[src/rtl/bfop_pkg.sv]
// Package for the bounded FIFO with overflow policy.
// Holds default sizes, register indexes, command and mode codes, and the cell control type.
// No dependencies.
package bfop_pkg;

  localparam int unsigned DEPTH_DEFAULT     = 16;
  localparam int unsigned WORD_BITS_DEFAULT = 32;

  localparam int unsigned CFG_ADDR_W = 2;
  localparam int unsigned CFG_DATA_W = 5;
  localparam int unsigned CAP_W      = 5;
  localparam int unsigned OCC_W      = 5;
  localparam int unsigned FLAGS_W    = 3;

  localparam logic [CFG_ADDR_W-1:0] REG_CAPACITY      = CFG_ADDR_W'(0);
  localparam logic [CFG_ADDR_W-1:0] REG_OVERFLOW_MODE = CFG_ADDR_W'(1);

  localparam logic [CAP_W-1:0] CAP_RESET = CAP_W'(16);

  typedef enum logic {
    CMD_PUSH = 1'b0,
    CMD_POP  = 1'b1
  } cmd_e;

  typedef enum logic {
    MODE_DROP_OLDEST = 1'b0,
    MODE_REJECT      = 1'b1
  } mode_e;

  // Broadcast to every cell of the chain.
  typedef struct packed {
    logic shift;  // every cell but the addressed one takes its upstream neighbor's word
    logic load;   // the addressed cell takes the pushed word
  } cell_ctl_t;

endpackage

[src/rtl/bounded_fifo_overflow_policy.sv]
// Bounded FIFO with drop-oldest or reject overflow policy, built as a shifting chain of cells.
// Each result transaction is registered and presented in the cycle after its input transaction is accepted.
// Throughput: one push or pop per cycle while the result is taken; the output register is reloaded as it drains.
// Reset clears count, output valid and config (capacity = 16, drop-oldest); cell words
// are not reset and are only read after being written. Depends on bfop_pkg, bfop_cell.
module bounded_fifo_overflow_policy #(
  parameter int unsigned DEPTH     = bfop_pkg::DEPTH_DEFAULT,
  parameter int unsigned WORD_BITS = bfop_pkg::WORD_BITS_DEFAULT,
  localparam int unsigned IN_TW    = ((WORD_BITS + 7) / 8) * 8,
  localparam int unsigned OUT_BITS = WORD_BITS + bfop_pkg::OCC_W + 2,
  localparam int unsigned OUT_TW   = ((OUT_BITS + 7) / 8) * 8
) (
  input  logic                              clk_i,
  input  logic                              rst_ni,
  input  logic                              s_axis_tvalid,
  output logic                              s_axis_tready,
  input  logic [IN_TW-1:0]                  s_axis_tdata,   // push_word
  input  logic                              s_axis_tuser,   // command
  output logic                              m_axis_tvalid,
  input  logic                              m_axis_tready,
  output logic [OUT_TW-1:0]                 m_axis_tdata, // pop_word, occupancy, is_empty, is_full
  output logic [bfop_pkg::FLAGS_W-1:0]      m_axis_tuser,   // accepted, dropped_oldest, pop_valid
  input  logic                              cfg_valid_i,
  output logic                              cfg_ready_o,
  input  logic [bfop_pkg::CFG_ADDR_W-1:0]   cfg_addr_i,
  input  logic [bfop_pkg::CFG_DATA_W-1:0]   cfg_data_i
);
  import bfop_pkg::*;

  localparam int unsigned CNT_W = $clog2(DEPTH + 1);
  localparam int unsigned IDX_W = (DEPTH > 1) ? $clog2(DEPTH) : 1;
  localparam int unsigned CW    = (CNT_W > CAP_W) ? CNT_W : CAP_W;

  // config
  logic [CAP_W-1:0] cap_q;
  mode_e            mode_q;

  assign cfg_ready_o = 1'b1;

  always_ff @(posedge clk_i or negedge rst_ni) begin
    if (!rst_ni) begin
      cap_q  <= CAP_RESET;
      mode_q <= MODE_DROP_OLDEST;
    end else if (cfg_valid_i) begin
      case (cfg_addr_i)
        REG_CAPACITY:      cap_q  <= cfg_data_i[CAP_W-1:0];
        REG_OVERFLOW_MODE: mode_q <= mode_e'(cfg_data_i[0]);
        default: ;
      endcase
    end
  end

  logic [CW-1:0] cap_ext, cap_eff;

  always_comb begin
    cap_ext = CW'(cap_q);
    cap_eff = cap_ext;
    if (cap_ext == '0) begin
      cap_eff = CW'(1);
    end else if (cap_ext > CW'(DEPTH)) begin
      cap_eff = CW'(DEPTH);
    end
  end

  // control
  logic [CNT_W-1:0]     cnt_q, cnt_d;
  logic                 s_fire, full, nonempty;
  cmd_e                 cmd;
  logic [WORD_BITS-1:0] push_word;
  logic [WORD_BITS-1:0] front_word;
  cell_ctl_t            ctl;
  logic [IDX_W-1:0]     load_idx;
  logic                 accepted, dropped, pop_valid;

  assign s_fire    = s_axis_tvalid && s_axis_tready;
  assign cmd       = cmd_e'(s_axis_tuser);
  assign push_word = s_axis_tdata[WORD_BITS-1:0];
  assign full      = CW'(cnt_q) >= cap_eff;
  assign nonempty  = cnt_q != '0;

  always_comb begin
    cnt_d     = cnt_q;
    ctl       = '0;
    load_idx  = cnt_q[IDX_W-1:0];
    accepted  = 1'b0;
    dropped   = 1'b0;
    pop_valid = 1'b0;
    if (s_fire) begin
      case (cmd)
        CMD_PUSH: begin
          if (!full) begin
            ctl.load = 1'b1;
            cnt_d    = cnt_q + CNT_W'(1);
            accepted = 1'b1;
          end else if (mode_q == MODE_DROP_OLDEST && nonempty) begin
            ctl.load  = 1'b1;
            ctl.shift = 1'b1;
            load_idx  = IDX_W'(cnt_q - CNT_W'(1));
            accepted  = 1'b1;
            dropped   = 1'b1;
          end
        end
        CMD_POP: begin
          if (nonempty) begin
            ctl.shift = 1'b1;
            cnt_d     = cnt_q - CNT_W'(1);
            pop_valid = 1'b1;
          end
        end
        default: ;
      endcase
    end
  end

  always_ff @(posedge clk_i or negedge rst_ni) begin
    if (!rst_ni) begin
      cnt_q <= '0;
    end else begin
      cnt_q <= cnt_d;
    end
  end

  // cell chain, cell 0 is the front
  logic [WORD_BITS-1:0] chain_word [DEPTH+1];

  assign chain_word[DEPTH] = '0;
  assign front_word        = chain_word[0];

  for (genvar i = 0; i < DEPTH; i++) begin : g_cell
    bfop_cell #(
      .WORD_BITS (WORD_BITS),
      .IDX_W     (IDX_W),
      .IDX       (i)
    ) u_cell (
      .clk_i       (clk_i),
      .ctl_i       (ctl),
      .load_idx_i  (load_idx),
      .push_word_i (push_word),
      .next_word_i (chain_word[i+1]),
      .word_o      (chain_word[i])
    );
  end

  // output register
  logic                  out_valid_q;
  logic [OUT_TW-1:0]     out_data_q, out_data_d;
  logic [FLAGS_W-1:0]    out_user_q, out_user_d;
  logic [CW-1:0]         occ_ext;

  assign s_axis_tready = !out_valid_q || m_axis_tready;
  assign occ_ext       = CW'(cnt_d);

  always_comb begin
    out_data_d = '0;
    if (pop_valid) begin
      out_data_d[WORD_BITS-1:0] = front_word;
    end
    out_data_d[WORD_BITS +: OCC_W] = occ_ext[OCC_W-1:0];
    out_data_d[WORD_BITS + OCC_W]     = (cnt_d == '0);
    out_data_d[WORD_BITS + OCC_W + 1] = (occ_ext >= cap_eff);
    out_user_d = {pop_valid, dropped, accepted};
  end

  always_ff @(posedge clk_i or negedge rst_ni) begin
    if (!rst_ni) begin
      out_valid_q <= 1'b0;
    end else if (s_axis_tready) begin
      out_valid_q <= s_axis_tvalid;
    end
  end

  always_ff @(posedge clk_i) begin
    if (s_fire) begin
      out_data_q <= out_data_d;
      out_user_q <= out_user_d;
    end
  end

  assign m_axis_tvalid = out_valid_q;
  assign m_axis_tdata  = out_data_q;
  assign m_axis_tuser  = out_user_q;

  // checks
  a_cnt_bound: assert property (@(posedge clk_i) disable iff (!rst_ni)
    cnt_q <= CNT_W'(DEPTH))
    else $error("entry count above depth");

  a_fire_to_out: assert property (@(posedge clk_i) disable iff (!rst_ni)
    s_fire |=> m_axis_tvalid)
    else $error("transaction produced no result");

  a_drop_implies_acc: assert property (@(posedge clk_i) disable iff (!rst_ni)
    m_axis_tvalid |-> (!m_axis_tuser[1] || m_axis_tuser[0]) &&
                      !(m_axis_tuser[0] && m_axis_tuser[2]))
    else $error("inconsistent result flags");

  a_push_grows: assert property (@(posedge clk_i) disable iff (!rst_ni)
    s_fire && cmd == CMD_PUSH && !full |=> cnt_q == $past(cnt_q) + CNT_W'(1))
    else $error("push into non-full queue did not grow count");

  a_drop_keeps: assert property (@(posedge clk_i) disable iff (!rst_ni)
    s_fire && dropped |=> cnt_q == $past(cnt_q))
    else $error("drop-oldest push changed count");

endmodule

[src/rtl/bfop_cell.sv]
// One storage cell of the FIFO chain: holds a word, shifts toward the front.
// Depends on bfop_pkg for the cell control type.
module bfop_cell #(
  parameter int unsigned WORD_BITS = bfop_pkg::WORD_BITS_DEFAULT,
  parameter int unsigned IDX_W     = 4,
  parameter int unsigned IDX       = 0
) (
  input  logic                  clk_i,
  input  bfop_pkg::cell_ctl_t   ctl_i,
  input  logic [IDX_W-1:0]      load_idx_i,
  input  logic [WORD_BITS-1:0]  push_word_i,
  input  logic [WORD_BITS-1:0]  next_word_i,
  output logic [WORD_BITS-1:0]  word_o
);
  import bfop_pkg::*;

  logic [WORD_BITS-1:0] word_q, word_d;
  logic                 hit;

  assign hit = ctl_i.load && (load_idx_i == IDX_W'(IDX));

  always_comb begin
    word_d = word_q;
    if (hit) begin
      word_d = push_word_i;
    end else if (ctl_i.shift) begin
      word_d = next_word_i;
    end
  end

  always_ff @(posedge clk_i) begin
    word_q <= word_d;
  end

  assign word_o = word_q;

endmodule

[config.mk]
export PLATFORM = sky130hd
export DESIGN_NAME = bounded_fifo_overflow_policy
export DESIGN_NICKNAME = d
export VERILOG_FILES = /design/src/rtl/bfop_pkg.sv /design/src/rtl/bounded_fifo_overflow_policy.sv /design/src/rtl/bfop_cell.sv
export SDC_FILE = /design/constraint.sdc
export NUM_CORES = 1
export LEC_CHECK = 0
export ABC_CLOCK_PERIOD_IN_PS = 4040
export BUFFER_PORTS_ARGS = -buffer_cell sky130_fd_sc_hd__buf_2
export CORE_MARGIN = 2
export CORE_UTILIZATION = 30
export DETAILED_ROUTE_END_ITERATION = 10
export PLACE_DENSITY_LB_ADDON = 0.25
export RECOVER_POWER = 50
export SLEW_MARGIN = 0
export SYNTH_ARGS = -nofsm -noshare
export SYNTH_HDL_FRONTEND = slang
export SYNTH_SLANG_ARGS = --single-unit
[constraint.sdc]
create_clock -name clk_i -period 4.04 [get_ports clk_i]
set_input_delay 0.808 -clock clk_i [delete_from_list [all_inputs] [get_ports clk_i]]
set_output_delay 0.808 -clock clk_i [all_outputs]
set_load 0.01 [all_outputs]
==> reports/results.txt <==
Top Family by Delay on Critical Path = simple AND/OR/NAND/NOR gates
die boundary height = 292 um
Post-Route WL = 44800 um
number of warnings printed during yosys synthesis = 0
DR DRC count = 0
final design utilization = 34.1%
remaining global-route overflow = 0
site row count = 105
actual transition at the worst max-transition pin = 1.48 ns
setup repair after global routing missed its margin = false
synthesized netlist net count = 1443
GRT Util Overall = 10.5%
Area Growth Syn to Fin = 12.5%
Critical path buffers and inverters = 3
Post-synth ARST share = 2.12%
netlist area before placement = 24900 um^2
TritonCTS clock tree = yes
average via count per standard cell = 4.56
worst min path class = primary input to asynchronous set/reset pin
number of antenna violations at the first check in global routing = 2
Iter 0 DRT Violations = 770
vias in the first global route = 12600
effective utilization at floorplan = 30.4%
Final Setup Violations = 0
cts-stage hold buffer count = 0
vias = 11800
setup clock skew after layout = 0.0157 ns
total clock buffers created by CTS = 58
width of the chip = 292 um
peak supply drop = 0.276 mV
Setup TNS Final = 0 ns
dpl hpwl = 29500 um
Port Buf Inserts = 88
Area after DPL = 26600 um^2
worst-path cell with the longest stage delay = nand2_1
min Tclk post-route = 3.83 ns
sequential cell area fraction in the yosys report = 67.9%
sort of element at the start of the critical path = flop
share of the clock period used by the worst path after layout = 94.8%
Slew Limit Fails = 0
status = complete, no violations
worst setup path category = flop to flop
largest driver fanout on the critical path = 32
pin count of the biggest net entering global routing = 75
core area = 82100 um^2
post-cts repair resize count = 0
first-pass GRT wire length = 72800 um
number of violations of the max-capacitance limit = 0
endpoint required time on the critical path = 4.28 ns
GP Congestion = 0.872
average wire per standard cell = 17.3 um
cell count after synthesis = 1386
clk buf depth = 3
Power Dens Cells = 526 nW/um^2
number of enable flip-flop cells after synthesis = 554
cells traversed along the worst timing path = buf_4 -> inv_1 -> ha_1 -> nor4b_1 -> or2_1 -> nor2_2 -> o211a_2 -> o221ai_4 -> nand2_1 -> nand2_1 -> buf_4
I/O pin count = 91
DIE AREA = 85400 um^2
length of the first detailed-routing pass in iterations = 6
leakage power = 9.66 nW
diode insertion count for antenna repair = 0
H-tree lvl count = 2
clk_lat worst skew = 0.60 ns
total of fill cells in the finished design = 7700
ratio of cells with drive above 1 in the final layout = 36.7%
cell at the root of the clock tree = clkbuf_16
clock-pin transition on the worst setup and hold timing paths = 0.06 ns
Final Hold Violating Endpoints = 0
Avg Inst Size Synth = 18.0 um^2
Worst slew margin = 1.48%
endpoint type of the worst setup path = flop
maximum clock frequency = 261 MHz
critical path's largest stage delay = 0.48 ns
total setup buffers inserted after CTS = 0
final layout net count = 1541
Cell variety after synth = 67
antenna-violating nets left = 0
post-layout instance area = 28000 um^2
Post-synth top flop = edfxtp_1
total clock sinks = 566
#FFs+latches synth = 566
Critical Path AT = 4.07 ns
-- path summary, 6_finish.rpt --
kind / from / to / slack, ns / cells after the start
max: cnt_q[0] / g_cell[3].u_cell.word_o[18] / 0.21 / 11
min: rst_ni / cap_ext[3] / 0.24 / 1
max reg2reg: cnt_q[0] / g_cell[3].u_cell.word_o[18] / 0.21 / 11
min reg2reg: g_cell[1].u_cell.word_o[19] / g_cell[0].u_cell.word_o[19] / 0.52 / 1
max in group asynchronous: rst_ni / cnt_q[4] / 3.34 / 1
min in group clk_i: cfg_data_i[4] / cap_ext[4] / 0.44 / 3
-- report_power, final --
group	switching (mW)	internal, mW
clock network	2.17	2.84
registers	0.196	7.47
logic	1.19	0.868
total	3.56	11.2
-- synthesized netlist by cell type (15+ instances only) --
master / instances / area share [%]
edfxtp_1: 554 / 67
mux2_2: 344 / 16
mux2_1: 112 / 5.1
nor2b_1: 33 / 0.83
and3_1: 32 / 0.80
nand2_1: 32 / 0.48
mux2_4: 29 / 1.7
clkbuf_1: 22 / 0.33
buf_2: 20 / 0.40
dlygate4sd3_1: 20 / 0.80
nor2_1: 18 / 0.27
buf_4: 17 / 0.51
buf_6: 15 / 0.68
-- registers in the layout (all words and copies together), names as in the netlist --
| register | count |
|---|---|
| cap_ext | 5 |
| cnt_q | 5 |
| mode_q | 1 |
| m_axis_tdata | 39 |
| m_axis_tvalid | 1 |
| g_cell.u_cell.word_o | 512 |
| m_axis_tuser | 3 |
-- worst register-to-register path, cell delays in order (launching register included) --
cell and delay [ns]:
dfrtp_1 0.36, buf_4 0.18, inv_1 0.19, ha_1 0.21, nor4b_1 0.47, or2_1 0.43, nor2_2 0.12, o211a_2 0.19
o221ai_4 0.22, nand2_1 0.48, nand2_1 0.18, buf_4 0.42
-- placed cells by master (no fill, tap or decap), types with 10 or more instances in the layout --
cell and n:
o21ai_0 12, clkinv_2 10, clkbuf_16 59, nor2b_1 33
inv_1 10, nor2_1 19, buf_2 42, mux2_2 343
mux2_4 28, dfrtp_1 11, buf_4 17, nand2_1 35
ha_1 12, clkbuf_1 62, edfxtp_1 554, buf_12 17
mux2_1 114, and3_1 32, clkinv_1 13
-- per-stage QoR --
stage	std cells	total power [mW]	worst slack [ns]	hold slack, ns
2_1_floorplan	1386	9.36	0.345	0.481
3_3_place_gp	2494	9.92	0.447	0.510
3_5_place_dp	2494	9.98	0.448	0.509
4_1_cts	2595	15.1	0.380	0.0504
5_1_grt	2595	15.4	0.0484	0.254
6_report	2595	14.7	0.210	0.238
-- layout make-up --
cell class,count,area (um^2),area share (%)
multi-input combinational,710,7040,25.1
timing repair buffer,137,931,3.32
clock buffer,71,1520,5.43
inverter,11,41.3,0.147
clock inverter,30,221,0.790
tap,1070,1340,4.78
sequential,566,16900,60.4
-- metal layers --
layer  global-route usage [%]  part of all wire, %  vias to the layer above
li1                         -                    -                     5572
met1                     13.6                   45                     5993
met2                     18.0                   49                      190
met3                     1.91                  3.9                       76
met4                     3.21                  2.4                        4
met5                        0                0.051                        -
-- cells by family (layout without fill, tap and decap cells) --
logic type | Yosys count | after routing | synth area share [%]
compound gates | 53 | 53 | 2.03
xor+xnor | 1 | 1 | 0.0351
fa+ha+maj | 12 | 12 | 0.602
buf+inv | 110 | 249 | 3.24
flops | 566 | 566 | 67.9
mux | 486 | 486 | 22.4
other cells | 2 | 2 | 0.0301
simple gates | 156 | 156 | 3.73
Power figures use the tool's default switching activity.
